$ cat src/rtl/hvte_pkg.sv
// ----------------------------------------------------------------------------
// HTML visible text extractor package
// Shared types, character codes and the tag name table.
// ----------------------------------------------------------------------------
package hvte_pkg;

  // Number of tag names that switch skip mode, and the longest of them.
  localparam int NumNames = 7;
  localparam int MaxName  = 8;

  // Default depth of the command queue between front and back end.
  localparam int QueueDepthDef = 2;

  // Character codes.
  localparam logic [7:0] CH_LT    = 8'h3C;
  localparam logic [7:0] CH_SLASH = 8'h2F;
  localparam logic [7:0] CH_GT    = 8'h3E;
  localparam logic [7:0] CH_SPACE = 8'h20;
  localparam logic [7:0] CH_UC_A  = 8'h41;
  localparam logic [7:0] CH_UC_Z  = 8'h5A;
  localparam logic [7:0] CASE_OFS = 8'h20;

  // Tag names, zero padded to the longest name.
  localparam logic [7:0] KW_TEXT [NumNames][MaxName] = '{
    '{"s", "c", "r", "i", "p", "t", 8'h00, 8'h00},
    '{"s", "t", "y", "l", "e", 8'h00, 8'h00, 8'h00},
    '{"h", "e", "a", "d", 8'h00, 8'h00, 8'h00, 8'h00},
    '{"n", "o", "s", "c", "r", "i", "p", "t"},
    '{"m", "e", "t", "a", 8'h00, 8'h00, 8'h00, 8'h00},
    '{"l", "i", "n", "k", 8'h00, 8'h00, 8'h00, 8'h00},
    '{"t", "i", "t", "l", "e", 8'h00, 8'h00, 8'h00}
  };
  localparam logic [3:0] KW_LEN [NumNames] = '{
    4'd6, 4'd5, 4'd4, 4'd8, 4'd4, 4'd4, 4'd5
  };

  // Kind of work that the front end hands to the back end.
  typedef enum logic [1:0] {
    CMD_NONE,
    CMD_CHAR,
    CMD_SPACE
  } cmd_kind_e;

  // One queue entry: a text byte, a conditional space, or nothing, plus
  // the end-of-document flag.
  typedef struct packed {
    cmd_kind_e  kind;
    logic [7:0] data;
    logic       last;
  } cmd_t;

  // Front end status, watched by the top level checks.
  typedef struct packed {
    logic in_tag;
    logic skip;
  } fe_stat_t;

  // C-locale whitespace: space, TAB, LF, VT, FF and CR.
  function automatic logic is_ws(input logic [7:0] c);
    return (c == CH_SPACE) || ((c >= 8'h09) && (c <= 8'h0D));
  endfunction

endpackage

$ cat src/rtl/hvte_front.sv
// ----------------------------------------------------------------------------
// HTML visible text extractor front end
// Accepts one byte per transfer, tracks the tag parser and the tag name
// match, and turns each byte into a command for the back end.
// ----------------------------------------------------------------------------
module hvte_front
  import hvte_pkg::*;
(
  input  logic       clk_i,
  input  logic       rst_ni,
  input  logic       in_valid_i,
  output logic       in_stall_o,
  input  logic [7:0] in_byte_i,
  input  logic       last_byte_i,
  input  logic       q_full_i,
  output logic       push_o,
  output cmd_t       cmd_o,
  output fe_stat_t   stat_o
);

  // Parser modes.
  localparam logic [1:0] MODE_TEXT = 2'd0;
  localparam logic [1:0] MODE_OPEN = 2'd1;
  localparam logic [1:0] MODE_NAME = 2'd2;
  localparam logic [1:0] MODE_REST = 2'd3;

  logic [1:0]          mode_q, mode_d;
  logic                closing_q, closing_d;
  logic                skip_q, skip_d;
  logic [NumNames-1:0] cand_q, cand_d;
  logic [3:0]          len_q, len_d;

  logic       accept;
  logic       name_byte;
  logic       tag_end;
  logic       hit;
  logic [7:0] lc;

  assign in_stall_o = q_full_i;
  assign accept     = in_valid_i && !q_full_i;

  // Lower-case the byte for name matching.
  assign lc = ((in_byte_i >= CH_UC_A) && (in_byte_i <= CH_UC_Z)) ?
              in_byte_i + CASE_OFS : in_byte_i;

  // A finished name hits when a surviving candidate has exactly its length.
  always_comb begin
    hit = 1'b0;
    for (int k = 0; k < NumNames; k++) begin
      if (cand_q[k] && (KW_LEN[k] == len_q)) begin
        hit = 1'b1;
      end
    end
  end

  // Byte classification and next parser state.
  always_comb begin
    mode_d    = mode_q;
    closing_d = closing_q;
    skip_d    = skip_q;
    cand_d    = cand_q;
    len_d     = len_q;
    name_byte = 1'b0;
    tag_end   = 1'b0;
    cmd_o     = '{kind: CMD_NONE, data: in_byte_i, last: last_byte_i};

    case (mode_q)
      MODE_TEXT: begin
        if (in_byte_i == CH_LT) begin
          mode_d    = MODE_OPEN;
          closing_d = 1'b0;
          cand_d    = '1;
          len_d     = '0;
        end else if (!skip_q) begin
          cmd_o.kind = is_ws(in_byte_i) ? CMD_SPACE : CMD_CHAR;
        end
      end
      MODE_OPEN, MODE_NAME: begin
        if ((mode_q == MODE_OPEN) && (in_byte_i == CH_SLASH)) begin
          closing_d = 1'b1;
          mode_d    = MODE_NAME;
        end else if (in_byte_i == CH_GT) begin
          tag_end = 1'b1;
        end else if (is_ws(in_byte_i)) begin
          mode_d = MODE_REST;
        end else begin
          mode_d    = MODE_NAME;
          name_byte = 1'b1;
        end
      end
      MODE_REST: begin
        if (in_byte_i == CH_GT) begin
          tag_end = 1'b1;
        end
      end
      default: begin
        mode_d = MODE_TEXT;
      end
    endcase

    // Narrow the candidate set by one name byte.
    if (name_byte) begin
      for (int k = 0; k < NumNames; k++) begin
        if ((len_q >= KW_LEN[k]) || (len_q >= 4'(MaxName)) ||
            (KW_TEXT[k][len_q[2:0]] != lc)) begin
          cand_d[k] = 1'b0;
        end
      end
      if (len_q != 4'hF) begin
        len_d = len_q + 4'd1;
      end
    end

    // A '>' ends the tag: a matching name switches skip mode.
    if (tag_end) begin
      if (hit) begin
        skip_d = !closing_q;
      end
      mode_d     = MODE_TEXT;
      cmd_o.kind = CMD_SPACE;
    end

    // The final byte closes an unfinished tag and resets the parser.
    if (last_byte_i) begin
      if (mode_d != MODE_TEXT) begin
        cmd_o.kind = CMD_SPACE;
      end
      mode_d    = MODE_TEXT;
      closing_d = 1'b0;
      skip_d    = 1'b0;
      cand_d    = '1;
      len_d     = '0;
    end
  end

  assign push_o = accept && ((cmd_o.kind != CMD_NONE) || last_byte_i);

  // Parser state advances on each input transfer.
  always_ff @(posedge clk_i or negedge rst_ni) begin
    if (!rst_ni) begin
      mode_q    <= MODE_TEXT;
      closing_q <= 1'b0;
      skip_q    <= 1'b0;
      cand_q    <= '1;
      len_q     <= '0;
    end else if (accept) begin
      mode_q    <= mode_d;
      closing_q <= closing_d;
      skip_q    <= skip_d;
      cand_q    <= cand_d;
      len_q     <= len_d;
    end
  end

  assign stat_o = '{in_tag: (mode_q != MODE_TEXT), skip: skip_q};

endmodule

$ cat src/rtl/hvte_queue.sv
// ----------------------------------------------------------------------------
// HTML visible text extractor command queue
// Short first-in first-out queue that decouples front and back end.
// ----------------------------------------------------------------------------
module hvte_queue
  import hvte_pkg::*;
#(
  parameter int Depth = QueueDepthDef
) (
  input  logic clk_i,
  input  logic rst_ni,
  input  logic push_i,
  input  cmd_t push_data_i,
  input  logic pop_i,
  output cmd_t head_o,
  output logic full_o,
  output logic empty_o
);

  localparam int PtrW = (Depth > 1) ? $clog2(Depth) : 1;
  localparam int CntW = $clog2(Depth + 1);
  localparam logic [PtrW-1:0] LastPtr = PtrW'(Depth - 1);

  cmd_t            mem_q [Depth];
  logic [PtrW-1:0] wr_ptr_q, wr_ptr_d;
  logic [PtrW-1:0] rd_ptr_q, rd_ptr_d;
  logic [CntW-1:0] cnt_q, cnt_d;

  assign full_o  = (cnt_q == CntW'(Depth));
  assign empty_o = (cnt_q == '0);
  assign head_o  = mem_q[rd_ptr_q];

  // Pointer and fill count update.
  always_comb begin
    wr_ptr_d = wr_ptr_q;
    rd_ptr_d = rd_ptr_q;
    cnt_d    = cnt_q;
    if (push_i) begin
      wr_ptr_d = (wr_ptr_q == LastPtr) ? '0 : wr_ptr_q + PtrW'(1);
    end
    if (pop_i) begin
      rd_ptr_d = (rd_ptr_q == LastPtr) ? '0 : rd_ptr_q + PtrW'(1);
    end
    if (push_i && !pop_i) begin
      cnt_d = cnt_q + CntW'(1);
    end else if (pop_i && !push_i) begin
      cnt_d = cnt_q - CntW'(1);
    end
  end

  always_ff @(posedge clk_i or negedge rst_ni) begin
    if (!rst_ni) begin
      wr_ptr_q <= '0;
      rd_ptr_q <= '0;
      cnt_q    <= '0;
    end else begin
      wr_ptr_q <= wr_ptr_d;
      rd_ptr_q <= rd_ptr_d;
      cnt_q    <= cnt_d;
    end
  end

  // Entry storage.
  always_ff @(posedge clk_i) begin
    if (push_i) begin
      mem_q[wr_ptr_q] <= push_data_i;
    end
  end

endmodule

$ cat src/rtl/hvte_back.sv
// ----------------------------------------------------------------------------
// HTML visible text extractor back end
// Applies the space collapsing rule to queued commands and holds the
// result in an output register.
// ----------------------------------------------------------------------------
module hvte_back
  import hvte_pkg::*;
(
  input  logic       clk_i,
  input  logic       rst_ni,
  input  cmd_t       head_i,
  input  logic       empty_i,
  output logic       pop_o,
  output logic       out_valid_o,
  input  logic       out_stall_i,
  output logic [7:0] out_byte_o,
  output logic       has_byte_o,
  output logic       end_of_text_o
);

  logic       out_vld_q, out_vld_d;
  logic [7:0] byte_q;
  logic       has_q;
  logic       eot_q;
  logic       started_q, started_d;
  logic       space_q, space_d;

  logic       slot_free;
  logic       emit;
  logic [7:0] emit_byte;

  // The output register can take a new result when empty or being drained.
  assign slot_free = !out_vld_q || !out_stall_i;
  assign pop_o     = !empty_i && slot_free;

  // A space is emitted only after text and not after another space.
  assign emit = (head_i.kind == CMD_CHAR) ||
                ((head_i.kind == CMD_SPACE) && started_q && !space_q);
  assign emit_byte = (head_i.kind == CMD_CHAR) ? head_i.data : CH_SPACE;

  always_comb begin
    out_vld_d = out_vld_q;
    started_d = started_q;
    space_d   = space_q;
    if (pop_o) begin
      out_vld_d = emit || head_i.last;
      if (emit) begin
        started_d = 1'b1;
        space_d   = (emit_byte == CH_SPACE);
      end
      if (head_i.last) begin
        started_d = 1'b0;
        space_d   = 1'b0;
      end
    end else if (slot_free) begin
      out_vld_d = 1'b0;
    end
  end

  always_ff @(posedge clk_i or negedge rst_ni) begin
    if (!rst_ni) begin
      out_vld_q <= 1'b0;
      started_q <= 1'b0;
      space_q   <= 1'b0;
    end else begin
      out_vld_q <= out_vld_d;
      started_q <= started_d;
      space_q   <= space_d;
    end
  end

  // Result payload.
  always_ff @(posedge clk_i) begin
    if (pop_o) begin
      byte_q <= emit ? emit_byte : 8'h00;
      has_q  <= emit;
      eot_q  <= head_i.last;
    end
  end

  assign out_valid_o   = out_vld_q;
  assign out_byte_o    = byte_q;
  assign has_byte_o    = has_q;
  assign end_of_text_o = eot_q;

endmodule

$ cat src/rtl/html_visible_text_extractor_top.sv
// ----------------------------------------------------------------------------
// HTML visible text extractor
// Strips tags and skipped sections from an HTML byte stream and collapses
// whitespace runs, giving the visible text one byte per transfer.
// ----------------------------------------------------------------------------
//   Channel  Direction  Handshake               Payload
//   input    in         in_valid_i / in_stall_o  in_byte_i, last_byte_i
//   output   out        out_valid_o / out_stall_i out_byte_o, has_byte_o,
//                                                end_of_text_o
//
// One input byte is taken every cycle unless in_stall_o is high; the taking
// edge writes its command to the queue, and the output register loads it once
// free. The front end parser decides one byte per cycle and the back end drains
// one queue entry per cycle, each while not stalled. Reset is asynchronous and
// clears the parser, queue and output register. A stalled output fills the
// command queue; once it is full, in_stall_o rises. A document's final byte
// returns the parser and space collapsing state to reset.
// ----------------------------------------------------------------------------
module html_visible_text_extractor_top
  import hvte_pkg::*;
#(
  parameter int QueueDepth = QueueDepthDef
) (
  input  logic       clk_i,
  input  logic       rst_ni,
  input  logic       in_valid_i,
  output logic       in_stall_o,
  input  logic [7:0] in_byte_i,
  input  logic       last_byte_i,
  output logic       out_valid_o,
  input  logic       out_stall_i,
  output logic [7:0] out_byte_o,
  output logic       has_byte_o,
  output logic       end_of_text_o
);

  logic     push;
  cmd_t     push_cmd;
  cmd_t     head_cmd;
  logic     pop;
  logic     q_full;
  logic     q_empty;
  fe_stat_t fe_stat;

  hvte_front u_front (
    .clk_i       (clk_i),
    .rst_ni      (rst_ni),
    .in_valid_i  (in_valid_i),
    .in_stall_o  (in_stall_o),
    .in_byte_i   (in_byte_i),
    .last_byte_i (last_byte_i),
    .q_full_i    (q_full),
    .push_o      (push),
    .cmd_o       (push_cmd),
    .stat_o      (fe_stat)
  );

  hvte_queue #(
    .Depth (QueueDepth)
  ) u_queue (
    .clk_i       (clk_i),
    .rst_ni      (rst_ni),
    .push_i      (push),
    .push_data_i (push_cmd),
    .pop_i       (pop),
    .head_o      (head_cmd),
    .full_o      (q_full),
    .empty_o     (q_empty)
  );

  hvte_back u_back (
    .clk_i         (clk_i),
    .rst_ni        (rst_ni),
    .head_i        (head_cmd),
    .empty_i       (q_empty),
    .pop_o         (pop),
    .out_valid_o   (out_valid_o),
    .out_stall_i   (out_stall_i),
    .out_byte_o    (out_byte_o),
    .has_byte_o    (has_byte_o),
    .end_of_text_o (end_of_text_o)
  );

  // A result without a text byte only exists as an end marker.
  a_empty_result_is_eot: assert property (@(posedge clk_i) disable iff (!rst_ni)
    out_valid_o && !has_byte_o |-> end_of_text_o)
    else $error("result carries neither a byte nor an end marker");

  // The queue cannot be full and empty at once.
  a_queue_count_sane: assert property (@(posedge clk_i) disable iff (!rst_ni)
    !(q_full && q_empty))
    else $error("queue reports full and empty together");

  // The final byte leaves the parser in text mode with skip mode off.
  a_last_resets_parser: assert property (@(posedge clk_i) disable iff (!rst_ni)
    in_valid_i && !in_stall_o && last_byte_i |=> !fe_stat.in_tag && !fe_stat.skip)
    else $error("parser not reset after the final byte");

endmodule

$ cat config.mk
export PLATFORM = sky130hd
export DESIGN_NAME = html_visible_text_extractor_top
export DESIGN_NICKNAME = d
export VERILOG_FILES = /design/src/rtl/hvte_pkg.sv /design/src/rtl/hvte_front.sv /design/src/rtl/hvte_queue.sv /design/src/rtl/hvte_back.sv /design/src/rtl/html_visible_text_extractor_top.sv
export SDC_FILE = /design/constraint.sdc
export NUM_CORES = 1
export LEC_CHECK = 0
export ABC_CLOCK_PERIOD_IN_PS = 6800
export BUFFER_PORTS_ARGS = -buffer_cell sky130_fd_sc_hd__buf_2
export CAP_MARGIN = 20
export CORE_ASPECT_RATIO = 1.5
export CORE_MARGIN = 5
export CORE_UTILIZATION = 40
export DETAILED_ROUTE_END_ITERATION = 6
export PLACE_DENSITY_LB_ADDON = 0.25
export SYNTH_ARGS = -nofsm -noshare
export SYNTH_HDL_FRONTEND = slang
export SYNTH_SLANG_ARGS = --single-unit
export TNS_END_PERCENT = 1
$ cat constraint.sdc
create_clock -name clk_i -period 6.8 [get_ports clk_i]
set_clock_uncertainty 0.15 [all_clocks]
set_input_delay 2.04 -clock clk_i [delete_from_list [all_inputs] [get_ports clk_i]]
set_output_delay 2.04 -clock clk_i [all_outputs]
set_load 0.01 [all_outputs]
# Word-level counts from Yosys, hierarchy flattened
# Memories as Yosys holds them, arrays and structs flattened.
# Index checks and enable logic that the tools add are counted.
# Widths: inputs -> output; s select.
op_classes:
  eq_ne: 25
  magnitude_cmp: 9
  addsub: 6
  mux: 79
  n_reduce_logical: 54
  n_bitwise: 1
op_table:
  columns: ["operator", "n"]
  rows:
  - ["$mux 8", 16]
  - ["$ne 8x8->1", 7]
  - ["$eq 8x6->1 const B", 5]
  - ["$mux 1", 37]
  - ["$mux 2", 14]
  - ["$mux 7", 4]
  - ["$mux 4", 5]
  - ["$logic_and 1x1->1", 17]
  - ["$logic_or 1x1->1", 15]
  - ["$reduce_bool 2->1", 7]
  - ["$eq 3x4->1 const A", 3]
  - ["$ge 4x3->1 const B", 3]
  - ["$add 8x6->8 const B", 1]
  - ["$eq 2x2->1 const B", 4]
  - ["$ge 4x4->1 const B", 2]
  - ["$ge 8x4->1 const B", 1]
  - ["$ge 8x7->1 const B", 1]
  - ["$le 8x4->1 const B", 1]
  - ["$le 8x7->1 const B", 1]
  - ["$logic_not 1->1", 8]
  - ["$ne 3x2->1 const B", 2]
  - ["$add 4x1->4 const B", 1]
  - ["$eq 2x1->1 const B", 2]
  - ["$eq 4x4->1 const A", 1]
  - ["other kinds (13)", 16]
word_totals:
  mem_count: 8
  out_inout_bits: 12
  ram_bits: 22
  register_bits: 32
  mem_bits_ro: 448
memory_table:
  columns: ["memory", "depth", "word_bits", "read_ports", "rd_ports_with_merged_regs", "wr", "line", "source"]
  rows:
  - ["(name not given)", 8, 8, 1, 0, 0, "hvte_front.sv:105", "(KW_TEXT[k][len_q[2:0]] != lc)) begin"]
  - ["(name not given)", 8, 8, 1, 0, 0, "hvte_front.sv:105", null]
  - ["(name not given)", 8, 8, 1, 0, 0, "hvte_front.sv:105", null]
  - ["(name not given)", 8, 8, 1, 0, 0, "hvte_front.sv:105", null]
  - ["(name not given)", 8, 8, 1, 0, 0, "hvte_front.sv:105", null]
  - ["(name not given)", 8, 8, 1, 0, 0, "hvte_front.sv:105", null]
  - ["+2 memories", null, null, null, null, null, null, null]

# Longest topological paths before layout
# Gate-level depths: netlist (run 1).
logic_depth:
  ltp_word: 18
  mapped_depth: 11
  depth_no_buf: 11

# Cells and area by module
# A second synthesis (run 1) with hierarchy kept.
hier_totals:
  hier_cells: 354
  area_unflattened_um2: 3595.9
by_module_without_submodules:
  columns: ["module", "n_inst", "cells_each", "area_per_inst_um2"]
  rows:
  - ["hvte_front", 1, 266, 2020.7]
  - ["hvte_queue", 1, 50, 1016.0]
  - ["hvte_back", 1, 38, 559.3]

# Worst setup path after synthesis (run 1)
# Ideal clock, no wire load.
synth_path:
  path_kind: "input-to-reg"
  from: "input port in_byte_i[7]"
  to: "memory u_queue.mem_q[0][0] (netlist name), enable pin"
  setup_time_ns: 0.378
  t_arrival_ns: 3.561
  path_buffers: 0
  required_time_ns: 6.272
  cell_stages: 6
  slack_ns: 2.710
  path_cell_list: "or3b_4 > nor2_1 > nor4b_4 > or2_1 > o21ai_2 > nor2_1"
synth_between:
  elab_chain_cells: 16
synth_rtl:
  columns: ["element", "line", "source"]
  rows:
  - ["from (decl)", "html_visible_text_extractor_top.sv:28", "input logic [7:0] in_byte_i,"]
  - ["$ge 8x4->1 or $le 8x4->1 (tied branches)", "hvte_pkg.sv:60", "return (c == CH_SPACE) || ((c >= 8'h09) && (c <= 8'h0D));"]
  - ["$logic_and 1x1->1", "hvte_pkg.sv:60", null]
  - ["$logic_or 1x1->1", "hvte_pkg.sv:60", null]
  - ["$mux 1", "hvte_front.sv:84", "end else if (is_ws(in_byte_i)) begin"]
  - ["$mux 2", "hvte_front.sv:82", "end else if (in_byte_i == CH_GT) begin"]
  - ["$mux 2", "hvte_front.sv:79", "if ((mode_q == MODE_OPEN) && (in_byte_i == CH_SLASH)) begin"]
  - ["$pmux 2 s2", "hvte_front.sv:67", "case (mode_q)"]
  - ["$mux 2", "hvte_front.sv:115", "if (tag_end) begin"]
  - ["$reduce_bool 2->1", "hvte_front.sv:125", "if (mode_d != MODE_TEXT) begin"]
  - ["$mux 2", "hvte_front.sv:125", null]
  - ["$mux 2 *", "hvte_front.sv:124", "if (last_byte_i) begin"]
  - ["$reduce_bool 2->1 *", "hvte_front.sv:136", "assign push_o = accept && ((cmd_o.kind != CMD_NONE) || last_byte_i);"]
  - ["$logic_or 1x1->1 *", "hvte_front.sv:136", null]
  - ["$logic_and 1x1->1 *", "hvte_front.sv:136", null]
  - ["$mux 1 *", "hvte_queue.sv:65", "if (push_i) begin"]
  - ["$mux 1 (implied by the code) *", "hvte_queue.sv:66", "mem_q[wr_ptr_q] <= push_data_i;"]
  - ["to (decl)", "hvte_queue.sv:24", "cmd_t mem_q [Depth];"]
# Every way passes the cells marked *; elsewhere a longest branch is shown, timed or not.

# Worst setup path in the final report (run 1)
layout_path:
  from: "input port in_byte_i[5]"
  to: "memory u_queue.mem_q[0][7] (netlist name), enable pin"
# Same word-level chain as after synthesis.

==> results of run 1 <==
==> metrics by stage <==
step / power, mW / std cells / worst slack [ns] / area (um2) / hold slack, ns
after global placement: 1.15 / 447 / 2.28 / 3540 / 0.337
after detailed placement: 1.16 / 447 / 2.21 / 3540 / 0.338
after CTS: 1.46 / 455 / 2.53 / 3720 / 0.348
final: 1.44 / 455 / 2.56 / 3720 / 0.346
after global routing: 1.54 / 455 / 2.38 / 3720 / 0.366
after floorplan: 1.02 / 335 / 2.71 / 3430 / 0.306
==> final timing paths <==
path                                               from  slack (ns)                             to  cells past startpoint
setup / recovery                           in_byte_i[5]        2.56  u_queue.mem_q[0][7]$_DFFE_PP_                      7
hold / removal             u_queue.wr_ptr_q$_DFFE_PN0P_        0.35   u_queue.wr_ptr_q$_DFFE_PN0P_                      1
setup reg to reg           u_front.len_q[0]$_DFFE_PN0P_        3.69  u_front.cand_q[1]$_DFFE_PN1P_                      8
hold reg to reg            u_queue.wr_ptr_q$_DFFE_PN0P_        0.35   u_queue.wr_ptr_q$_DFFE_PN0P_                      1
max in group asynchronous                        rst_ni        4.58  u_front.cand_q[1]$_DFFE_PN1P_                      1
min in group asynchronous                        rst_ni        1.56  u_front.closing_q$_DFFE_PN0P_                      1
==> power groups by stage <==
stage | combinational, mW | clock [mW] | sequential [mW]
after floorplan | 0.448 | 0 | 0.571
after global placement | 0.545 | 0 | 0.608
after detailed placement | 0.553 | 0 | 0.610
after CTS | 0.555 | 0.302 | 0.603
after global routing | 0.613 | 0.313 | 0.617
final | 0.547 | 0.294 | 0.602
==> area by class of cell <==
class	instances	area, um2	area share [%]
inverters	12	45.0	1.21
clock buffers	5	125	3.37
well taps	107	134	3.60
repair buffers	24	120	3.23
clock inverters	3	47.5	1.28
multi-input cells	250	1730	46.4
flip-flops and latches	54	1520	40.9
==> registers in the layout, indices dropped and copies added, names as in the netlist <==
signal,cells
u_front.len_q,4
u_front.mode_q,2
u_queue.wr_ptr_q,1
u_back.started_q,1
u_back.space_q,1
u_front.closing_q,1
u_front.skip_q,1
u_queue.rd_ptr_q,1
u_back.out_valid_o,1
u_back.end_of_text_o,1
u_queue.cnt_q,2
u_back.out_byte_o,8
u_queue.mem_q,22
u_front.cand_q,7
u_back.has_byte_o,1
==> cell usage in the layout, fill, tap and decap left out, types with 3 or more instances in the layout <==
cell type  instances
nor2_1            38
edfxtp_1          32
buf_2             24
nand2_1           22
o21ai_0           16
dfrtp_1           15
xor2_1            13
ha_1              13
a21oi_1           12
mux2i_1           12
xnor2_1           11
inv_1             10
nand3_1            8
nor3_1             8
a31oi_1            8
nor2b_1            7
dfstp_2            7
nand4_1            6
o22ai_1            5
clkbuf_16          5
nor4bb_1           4
nand2b_1           3
o211a_1            3
and2_1             3
nor4_1             3
nor4b_1            3
o31ai_1            3
o21ai_1            3
==> routing by layer <==
metal	wire length, um	track usage [%]
met4	227	7.43
met3	162	2.00
met2	4070	27.7
met1	2820	14.8
met5	0	0
==> cells by family (layout without fill, tap and decap cells) <==
group,count (synthesis),in the layout,synth area share [%]
buf+inv,31,44,5.29
flops,54,54,44.4
simple gates,128,128,21.3
xor+xnor,24,24,6.13
compound gates,71,71,14.0
fa+ha+maj,13,13,4.75
mux,14,14,4.16
==> worst reg2reg max path, cell delays in order (launching register included) <==
cell,delay [ns]
dfrtp_1,0.67
clkinv_1,0.46
ha_1,0.51
or4b_1,0.51
o21ai_0,0.09
a21oi_1,0.06
nor3_1,0.30
nand3_1,0.13
a21oi_1,0.16
==> summary.txt, run 1 <==
Logic synthesis
  – Synth top area cells: edfxtp_1 28%, dfrtp_1 11%, dfstp_2 5.4%
  – Seq/Total Area, Yosys: 44.4%
  – Synth top area share: 28.0%
  – Yosys reg bits: 54
  – Syn. warnings: 0
  – FFs w/ async S/R, synth: 40.7%
  – Netlist Area Pre-Place: 3430 um2
  – Most frequent cell after synthesis: nor2_1
  – Post-synth net total: 361
  – Synthesized instance count: 335
  – Primary FF master, synth: edfxtp_1
  – Yosys cell types: 67
  – Synth cell count leaders: 38 x nor2_1, 32 x edfxtp_1, 22 x nand2_1, 16 x o21ai_0, 15 x dfrtp_1
  – Post-synth top area cell: edfxtp_1
  – Avg Cell Area, Syn: 10.2 um2
  – Post-synth EDFFs: 32

GRT
  – Largest net degree at the start of global routing: 24
  – Global route overflow: 0
  – Initial antenna violation count: 0
  – Vias in the first global route: 2422
  – First-pass GRT wire length: 11900 um
  – GRT Overall Usage: 14.4%

Worst setup path
  – Critical path type: input port to flop
  – Worst Setup End Kind: flop
  – WP buf/inv: 1
  – CP Max Fanout: 11
  – Cell mode on critical path: nor2_1
  – Worst Setup Start Kind: input port
  – Slowest cell on crit path: nor2_1
  – Max incr delay on CP: 0.64 ns
  – CP cell instances: buf_2 -> or3b_4 -> nor2_1 -> nor4b_4 -> or2_1 -> o21ai_2 -> nor2_1
  – Worst path top cell family by delay: simple AND/OR/NAND/NOR gates
  – Crit path DAT: 4.01 ns
  – Req. time, crit path: 6.57 ns

Placed design
  – RePlAce Congestion: 0.873
  – PortBufs: 24
  – HPWL after DPL: 5450 um

Layout
  – Area Overhead vs Synth: 8.47%
  – Antenna diode count: 0
  – Final Util: 44.2%
  – # fillers: 848
  – Share of cells above drive strength 1: 17.0%
  – Nets: 373

Worst hold path
  – Hold crit path type: flop to flop

Power
  – P_sw: 535 uW
  – Sw Share: 37.1%
  – P per Cell Area: 388 nW/um2
  – VDD IR-drop max: 0.000140 V
  – Sequential share of power: 41.7%
  – Internal power: 908 uW
  – Combinational share of power: 37.9%
  – Leakage: 1.44 nW
  – Clock Power Share: 20.4%

Routing
  – Antenna-violating nets left: 0
  – Post-DR wirelength/cell: 16.0 um
  – DR DRC count: 0
  – DR vias: 2472
  – DRT iter0 DRCs: 90
  – Total routed wirelength: 7280 um
  – Detailed Routing Iterations Pass 1: 4
  – Vias per cell: 5.43

Timing
  – Fin. Hold Viols: 0
  – Minimum clock period after layout: 4.24 ns
  – Maximum clock rate: 0.236 GHz
  – Max_slew headroom: 45.4%
  – Fin crit share: 62.3%
  – Slew @ Worst Pin: 0.815 ns
  – Final Setup Violations: 0
  – Setup TNS: 0 ns
  – Slew Viols, Final: 0
  – Unrepaired setup endpoints after global routing: no

Clock tree
  – Postcts setup bufs: 0
  – CTS Buf Count: 5
  – CTS tree: built
  – Skew-Pair Late Insertion Delay: 0.29 ns
  – Root Buffer: clkbuf_16
  – CTS resizes: 0
  – Hold-fix buffers, CTS: 0
  – CTS Buffer Depth: 2
  – CTS Sinks: 54
  – # H-tree levels: 2
  – Clk slew on worst S/H paths: 0.07 ns

Floorplanning
  – Row cnt: 41
  – Die area: 10600 um2
  – Core area: 8410 um2
  – Starting Density: 40.7%
  – IO Count: 25
  – Die Y: 123 um
  – Die W: 85.6 um

Job
  – Max Cap Viol: 0

Outcome
  – Outcome: finished clean
Power figures use the tool's default switching activity.
==> inputs of run 2 (changes only) <==
ABC_CLOCK_PERIOD_IN_PS = 4400   (was 6800)
clock period = 4.4 ns   (was 6.8 ns; I/O delays follow)
==> run 2 against run 1 <==
Against the previous run: routed wire length rose by 0.38%; setup slack got worse by 1.5 ns; hold slack got worse by 0.0015 ns; via count rose by 3.0%; combinational power rose by 60%; non-clock buffer count rose by 4; die area did not move; sequential power rose by 51%; critical path type unchanged; largest power group unchanged; highest routed layer unchanged.
==> summary.txt, run 2 (synthesis gave the netlist of run 1 again) <==
Power
  – Leakage: 1.43 nW (-0.12%)
  – Sequential share of power: 41.9% (+0.2 points)
  – P per Cell Area: 585 nW/um2 (+51%)
  – VDD IR-drop max: 0.000225 V (+61%)
  – Sw Share: 37.6% (+0.49 points)
  – P_sw: 818 uW (+53%)
  – Combinational share of power: 40.3% (+2.4 points)
  – Internal power: 1.36 mW (+50%)
  – Clock Power Share: 17.8% (-2.6 points)

Layout
  – Nets: 377 (+1.1%)
  – Commonest non-fill, non-tap cell in the layout: nor2_1
  – Final Util: 44.2% (about the same)
  – Largest Register: u_queue.mem_q
  – Commonest non-fill, non-tap cells in the layout: 38 x nor2_1, 32 x edfxtp_1, 24 x buf_2, 22 x nand2_1, 16 x o21ai_0
  – # fillers: 830 (-2.1%)
  – Max reg flops: 22 (unchanged)
  – Antenna diode count: 0 (unchanged)
  – Area Overhead vs Synth: 8.51% (about the same)
  – Share of cells above drive strength 1: 17.6% (+0.66 points)

Floorplanning
  – Die W: 85.6 um (unchanged)
  – Die area: 10600 um2 (unchanged)
  – Die Y: 123 um (unchanged)
  – Core area: 8410 um2 (unchanged)
  – Starting Density: 40.7% (unchanged)
  – IO Count: 25 (unchanged)
  – Row cnt: 41 (unchanged)

Worst setup path
  – Worst Setup End Kind: flop
  – CP cell instances: buf_2 -> or3b_4 -> nor2_1 -> nor4b_4 -> or2_1 -> o21ai_2 -> inv_2 -> and2_1
  – Critical path type: input port to flop
  – Crit path DAT: 3.15 ns (-0.86 ns)
  – Worst path top cell family by delay: simple AND/OR/NAND/NOR gates
  – WP buf/inv: 2 (+1)
  – Worst Setup Start Kind: input port
  – Max incr delay on CP: 0.42 ns (-0.22 ns)
  – CP Max Fanout: 11 (unchanged)
  – Slowest cell on crit path: or3b_4
  – Req. time, crit path: 4.19 ns (-2.38 ns)

Timing
  – Max_slew headroom: 54.9% (+9.4 points)
  – Maximum clock rate: 0.298 GHz
  – Setup TNS: 0 ns (unchanged)
  – Minimum clock period after layout: 3.36 ns
  – Final Setup Violations: 0 (unchanged)
  – Unrepaired setup endpoints after global routing: no
  – Fin crit share: 76.3%
  – Fin. Hold Viols: 0 (unchanged)
  – Fin worst setup slack: 1.04 ns (-1.52 ns)
  – Slew @ Worst Pin: 0.658 ns (-0.158 ns)
  – Slew Viols, Final: 0 (unchanged)

Routing
  – Post-DR wirelength/cell: 15.9 um (-0.49%)
  – DRT iter0 DRCs: 131 (+46%)
  – DR DRC count: 0 (unchanged)
  – Antenna-violating nets left: 0 (unchanged)
  – Vias per cell: 5.55 (+2.1%)
  – Detailed Routing Iterations Pass 1: 4 (unchanged)
  – DR vias: 2546 (+3.0%)
  – Total routed wirelength: 7310 um (+0.38%)

GRT
  – Largest net degree at the start of global routing: 23 (-4.2%)
  – GRT Overall Usage: 15.1% (+0.74 points)
  – Initial antenna violation count: 0 (unchanged)
  – Vias in the first global route: 2573 (+6.2%)
  – Global route overflow: 0 (unchanged)
  – First-pass GRT wire length: 12400 um (+4.3%)

Clock tree
  – Clk slew on worst S/H paths: 0.07 ns (about the same)
  – CTS tree: built
  – CTS resizes: 0 (unchanged)
  – Skew-Pair Late Insertion Delay: 0.29 ns (about the same)
  – Root Buffer: clkbuf_16
  – CTS Sinks: 54 (unchanged)
  – # H-tree levels: 2 (unchanged)
  – Postcts setup bufs: 0 (unchanged)
  – CTS Buffer Depth: 2 (unchanged)
  – Hold-fix buffers, CTS: 0 (unchanged)
  – CTS Buf Count: 5 (unchanged)

Placed design
  – RePlAce Congestion: 0.831 (-4.8%)
  – PortBufs: 24 (unchanged)
  – Place WS: 0.695 ns (-1.52 ns)
  – HPWL after DPL: 5480 um (+0.58%)

Outcome
  – Outcome: finished clean

Job
  – Max Cap Viol: 0 (unchanged)

Worst hold path
  – Hold crit path type: flop to flop
-- run 2: changes by cell type in the layout (fill, tap and decap cells not counted), sizes merged --
cell / previous run / this run
buf: 24 / 28
bufinv: 1 / 0
clkbuf: 5 / 6
clkinv: 2 / 1
clkinvlp: 0 / 2
inv: 12 / 11
-- run 2: layer usage --
layer	vias to the layer above	GRT usage, %	wire length (um)
li1	1259	-	-
met1	1216	15.2	2700
met2	56	29.1	4150
met3	15	2.53	233
met4	0	8.12	228
met5	-	0	0
-- run 2: path summary, 6_finish.rpt --
check | startpoint | endpoint | slack, ns | cells past startpoint
max | in_byte_i[5] | u_queue.mem_q[1][3]$_DFFE_PP_ | 1.04 | 8
min | u_queue.wr_ptr_q$_DFFE_PN0P_ | u_queue.wr_ptr_q$_DFFE_PN0P_ | 0.34 | 1
max reg2reg | u_front.len_q[1]$_DFFE_PN0P_ | u_front.cand_q[1]$_DFFE_PN1P_ | 1.50 | 8
min reg2reg | u_queue.wr_ptr_q$_DFFE_PN0P_ | u_queue.wr_ptr_q$_DFFE_PN0P_ | 0.34 | 1
max in group asynchronous | rst_ni | u_front.cand_q[6]$_DFFE_PN1P_ | 2.90 | 1
min in group asynchronous | rst_ni | u_front.len_q[0]$_DFFE_PN0P_ | 0.84 | 1
-- run 2: layout make-up --
| type | instances | area (um2) | share of cell area (%) |
|---|---|---|---|
| clock inverter | 2 | 15.0 | 0.404 |
| sequential | 54 | 1520 | 40.9 |
| multi-input combinational | 250 | 1730 | 46.4 |
| inverter | 12 | 45.0 | 1.21 |
| tap | 107 | 134 | 3.60 |
| timing repair buffer | 28 | 150 | 4.04 |
| clock buffer | 6 | 129 | 3.47 |
-- run 2: power by group through the flow --
stage	sequential [mW]	clock, mW	combinational (mW)
floorplan	0.883	0	0.693
global placement	0.921	0	0.872
detailed placement	0.924	0	0.886
CTS	0.913	0.404	0.890
global route	0.933	0.424	0.991
finish	0.911	0.388	0.876
-- run 2: metrics by stage --
stage                     instance area (um2)  power [mW]  std cells  hold WS (ns)
after floorplan                          3430        1.58        335         0.306
after global placement                   3570        1.79        451         0.333
final                                    3720        2.18        459         0.344
after CTS                                3720        2.21        459         0.346
after global routing                     3720        2.35        459         0.364
after detailed placement                 3570        1.81        451         0.334
